## src/sv/pdgc_pkg.sv

```systemverilog
// Shared types, widths and codes for the Poisson-disc grid check block.
// Used by every module of the block; depends on nothing else.
`timescale 1ns / 1ps
`default_nettype none

package pdgc_pkg;

	// Default sizing of the background grid and the search window
	localparam int MAX_COLUMNS_DEF  = 64;
	localparam int MAX_ROWS_DEF     = 64;
	localparam int GRID_CELLS_DEF   = 4096;
	localparam int SEARCH_REACH_DEF = 2;

	// Item field widths
	localparam int CMD_W    = 2;
	localparam int COORD_W  = 16;
	localparam int RIDX_W   = 12;
	localparam int STATUS_W = 3;
	localparam int CELL_W   = 12;

	// Register widths
	localparam int INV_W   = 20;
	localparam int CELLS_W = 7;

	// Shared multiplier: 20 x 17 bits, registered product
	localparam int MUL_A_W = 20;
	localparam int MUL_B_W = 17;
	localparam int MUL_P_W = MUL_A_W + MUL_B_W;

	// Datapath widths
	localparam int CELL_F_W   = 20;  // raw cell coordinate, product bits 35:16
	localparam int AXIS_W     = 8;   // column or row number inside the grid
	localparam int NB_W       = 11;  // signed neighbor column or row
	localparam int OFS_W      = 3;   // signed window offset, -4..3
	localparam int FULL_IDX_W = 17;  // cell number before the grid-size check
	localparam int DIFF_W     = 19;  // signed coordinate difference
	localparam int MAG_W      = 17;  // magnitude of a difference
	localparam int SQ_W       = 34;  // one squared difference
	localparam int DIST_W     = SQ_W + 1;
	localparam int LIM_W      = 32;  // min_distance squared

	// APB port
	localparam int APB_DATA_W = 32;
	localparam int APB_ADDR_W = 5;
	localparam int REG_IDX_W  = 3;

	// Commands
	localparam logic [CMD_W-1:0] CMD_INSERT = 2'd0;
	localparam logic [CMD_W-1:0] CMD_CLEAR  = 2'd1;
	localparam logic [CMD_W-1:0] CMD_READ   = 2'd2;

	// Result status codes
	localparam logic [STATUS_W-1:0] STAT_ACCEPTED  = 3'd0;
	localparam logic [STATUS_W-1:0] STAT_OUT_AREA  = 3'd1;
	localparam logic [STATUS_W-1:0] STAT_TOO_CLOSE = 3'd2;
	localparam logic [STATUS_W-1:0] STAT_CLEARED   = 3'd3;
	localparam logic [STATUS_W-1:0] STAT_READ_DONE = 3'd4;

	// Register map, byte address = 4 * index
	localparam logic [REG_IDX_W-1:0] REG_AREA_WIDTH   = 3'd0;
	localparam logic [REG_IDX_W-1:0] REG_AREA_HEIGHT  = 3'd1;
	localparam logic [REG_IDX_W-1:0] REG_MIN_DISTANCE = 3'd2;
	localparam logic [REG_IDX_W-1:0] REG_INV_CELL     = 3'd3;
	localparam logic [REG_IDX_W-1:0] REG_CELLS_ACROSS = 3'd4;
	localparam logic [REG_IDX_W-1:0] REG_CELLS_DOWN   = 3'd5;
	localparam logic [REG_IDX_W-1:0] REG_WRAP_H       = 3'd6;
	localparam logic [REG_IDX_W-1:0] REG_WRAP_V       = 3'd7;

	typedef struct packed {
		logic [CMD_W-1:0]   cmd;
		logic [COORD_W-1:0] cand_x;
		logic [COORD_W-1:0] cand_y;
		logic [RIDX_W-1:0]  read_index;
	} in_item_t;

	typedef struct packed {
		logic [STATUS_W-1:0] status;
		logic [CELL_W-1:0]   cell_index;
		logic [COORD_W-1:0]  point_x;
		logic [COORD_W-1:0]  point_y;
		logic                occupied;
	} out_item_t;

	// One grid cell: 33 bits
	typedef struct packed {
		logic               valid;
		logic [COORD_W-1:0] x;
		logic [COORD_W-1:0] y;
	} grid_entry_t;

	typedef struct packed {
		logic [MUL_A_W-1:0] a;
		logic [MUL_B_W-1:0] b;
	} mul_req_t;

	typedef enum logic [4:0] {
		S_IDLE,
		S_CLEAR,
		S_MULX,
		S_MULY,
		S_LIM,
		S_IDX,
		S_BASE,
		S_ROW,
		S_RBASE,
		S_ADDR,
		S_DIFF,
		S_SQX,
		S_SQY,
		S_CMP,
		S_WRITE,
		S_RD,
		S_RDW,
		S_DONE
	} state_t;

endpackage

`default_nettype wire

```

## src/sv/pdgc_mul_unit.sv

```systemverilog
// Shared unsigned multiplier with a registered product.
// Depends on pdgc_pkg for the operand struct and widths.
`timescale 1ns / 1ps
`default_nettype none

module pdgc_mul_unit import pdgc_pkg::*; (
	input  wire logic                clk,
	input  wire mul_req_t            req,
	output logic [MUL_P_W-1:0]       prod_s1
);

	// Product is registered and ready in the cycle after the operands
	always_ff @(posedge clk) begin
		prod_s1 <= MUL_P_W'(req.a) * MUL_P_W'(req.b);
	end

endmodule

`default_nettype wire

```

## config.mk

```make
export PLATFORM = sky130hd
export DESIGN_NAME = pdgc_mul_unit
export DESIGN_NICKNAME = d
export VERILOG_FILES = /design/src/sv/pdgc_pkg.sv /design/src/sv/pdgc_mul_unit.sv
export SDC_FILE = /design/constraint.sdc
export NUM_CORES = 1
export LEC_CHECK = 0
export BUFFER_PORTS_ARGS = -buffer_cell sky130_fd_sc_hd__buf_2
export CAP_MARGIN = 10
export CORE_ASPECT_RATIO = 2
export CORE_MARGIN = 5
export CORE_UTILIZATION = 55
export DETAILED_ROUTE_END_ITERATION = 16
export HOLD_SLACK_MARGIN = 0.02
export PLACE_DENSITY = 0.79
export SLEW_MARGIN = 20
export SYNTH_ARGS = -nofsm -noshare
export SYNTH_HDL_FRONTEND = slang
export SYNTH_SLANG_ARGS = --single-unit
```

## constraint.sdc

```tcl
create_clock -name clk -period 11.45 [get_ports clk]
set_clock_uncertainty 0.15 [all_clocks]
set_input_delay 2.29 -clock clk [delete_from_list [all_inputs] [get_ports clk]]
set_output_delay 2.29 -clock clk [all_outputs]
set_load 0.02 [all_outputs]
```

==> run_results.csv <==
group,metric,value,unit
critical_path,crit_buf_inv,6,
logic_synthesis,synth.net_count,1760,
cells_and_area,nNetsFinal,1776,
die,io_pins,75,
sta,min_period,8.22,ns
routing,vias_per_cell,5.58,
hold_path,hp-class,"in2reg",
global_route,track_usage,26.2,%
critical_path,crit_top_cell,"fa_1",
critical_path,worst_ep_arrival_time,8.26,ns
clock_tree,cts.htree.levels,2,
sta,slew_headroom,57.0,%
cells_and_area,antenna_cells,0,
routing,drt_iter0_markers,402,
clock_tree,cts_buffers,5,
critical_path,crit_path_max_incr_delay,0.57,ns
routing,vias,9113,
clock_tree,clkSlewWorstSetupHoldPaths,0.07,ns
placed_design,portBuffers,74,
cells_and_area,largest_registers,"prod_s1: 37 flops",
outcome,status,"completed",
logic_synthesis,syn_area_per_cell,8.92,sq um
logic_synthesis,yosys.cell_types.count,58,
sta,hold_viol,0,
cells_and_area,area_delta_synth_final,4.89,%
critical_path,endpoint_kind,"flop",
clock_tree,cts_max_path_buffers,2,
die,start_util,55.7,%
logic_synthesis,ys_seq_area_share,6.19,%
sta,rsz0062_at_grt,"no",
routing,ant_nets,0,
critical_path,cp_cell_sequence,"buf_2, nand2_1, fa_1, inv_1, fa_1, inv_1, fa_1, inv_1, fa_1, fa_1, inv_1, fa_1, inv_1, ha_1, a21o_1, a21oi_1, o22ai_1, a311oi_2, o211ai_2, o41a_1, mux2i_1, nand3_1",
logic_synthesis,synthArstFlopShare,0,%
logic_synthesis,yosys_warnings,0,
routing,routed_wl,31000,um
cells_and_area,largest_reg_flops,37,
clock_tree,post-cts-setup-buffers,0,
clock_tree,hold_buffers,0,
job,maxCapViolCount,0,
die,die_y,219,um
critical_path,worstPathRequired,11.49,ns
sta,min_period_over_period,71.8,%
placed_design,gp_congestion,0.920,
sta,setup_violations,0,
clock_tree,cts_resized,0,
die,num_rows,76,
global_route,grt_pass1_wl,50000,um
routing,wl_per_cell,19.0,um
critical_path,worstSetupPathType,"in2reg",
global_route,grt_pass1_vias,10199,
clock_tree,cts_root_buf,"clkbuf_16",
die,core,0.0215,sq mm
logic_synthesis,synth-main-ff-cell,"dfxtp_1",
critical_path,crit_fanout,20,
logic_synthesis,ys_ff_latch,37,
sta,finalMaxSlewViolations,0,
critical_path,crit_family,"adder cells",
global_route,antenna_found_initial,0,
cells_and_area,fill_cells,1938,
routing,dr.pass1.iters,5,
logic_synthesis,synth_edf_count,0,
die,die-area,0.0250,sq mm
die,die_w,114,um
logic_synthesis,synthCells,1342,
cells_and_area,top_register,"prod_s1",
critical_path,setup.worst_path.start_class,"input pin",
cells_and_area,drive_gt1_share,7.43,%
sta,fmax,122,MHz
cells_and_area,multi_input_area,0.00972,sq mm
cells_and_area,regArea,741,sq um
logic_synthesis,synth_area,0.0120,sq mm
placed_design,place_hpwl,25700,um
clock_tree,clock_sinks,37,
sta,tightest_slew,0.642,ns
cells_and_area,final_common_cell,"inv_1",
sta,finalSetupTns,0,ns
global_route,grt_overflow,0,
global_route,grt_max_degree,21,
critical_path,critPathSlowestCell,"fa_1",
routing,drc,0,
clock_tree,cts_tree,"yes",
cells_and_area,mostFrequentLayoutCells,"inv_1 (328), fa_1 (269), nand2_1 (210), and2_1 (148), ha_1 (111)",
cells in the mapped netlist (all sizes together), types with 6 or more instances:
master,instances,area share (%)
clkbuf,62,2.1
nor2b,6,0.31
xnor2,22,1.6
nor2,9,0.28
ha,111,12
dfxtp,37,6.2
a21oi,33,1.5
o21ai,13,0.61
nand3,7,0.29
a31oi,6,0.31
and2,148,7.7
nand2,210,6.6
xor2,10,0.73
and3,7,0.39
fa,269,45
inv,328,10
a21o,17,1.1
kinds of logic (layout without fill, tap and decap cells):
group / after synthesis / count (layout) / share of synthesized area (%)
fa+ha+maj: 380 / 380 / 56.6
compound gates: 94 / 94 / 5.38
flops: 37 / 37 / 6.19
xor+xnor: 32 / 32 / 2.34
simple gates: 404 / 404 / 16.7
mux: 2 / 2 / 0.178
buf+inv: 393 / 410 / 12.6
per-stage QoR:
step	cell area [sq um]	util, %	hold WS, ns	cells	setup WS [ns]
finish	12600	58.4	2.28	1632	3.23
global route	12600	58.4	2.29	1632	3.01
CTS	12600	58.4	2.27	1632	3.29
detailed placement	12400	57.7	2.56	1624	2.99
global placement	12400	57.7	2.56	1624	3.11
floorplan	12000	-	2.27	1342	3.56
final cells by class:
| cell class | instances | area share [%] |
|---|---|---|
| clock inverters | 3 | 0.199 |
| flip-flops and latches | 37 | 5.90 |
| multi-input cells | 912 | 77.4 |
| inverters | 328 | 9.81 |
| repair buffers | 74 | 2.95 |
| well taps | 273 | 2.72 |
| clock buffers | 5 | 0.997 |
path summary, 6_finish.rpt:
path,from,end,cells after the start
worst max-delay path,req[8],prod_s1[34],22
worst min-delay path,req[17],prod_s1[0],2
metal layers:
| layer | GRT usage, % | up-vias | share of wire (%) |
|---|---|---|---|
| met2 | 48.7 | 364 | 56 |
| met5 | 0 | - | 0 |
| met3 | 2.83 | 176 | 4.2 |
| met4 | 23.0 | 0 | 11 |
| met1 | 24.2 | 4615 | 29 |
| li1 | - | 3958 | - |
Power is not shown: default switching activity piles up to over one toggle a cycle in this logic, so the estimate is an artifact.
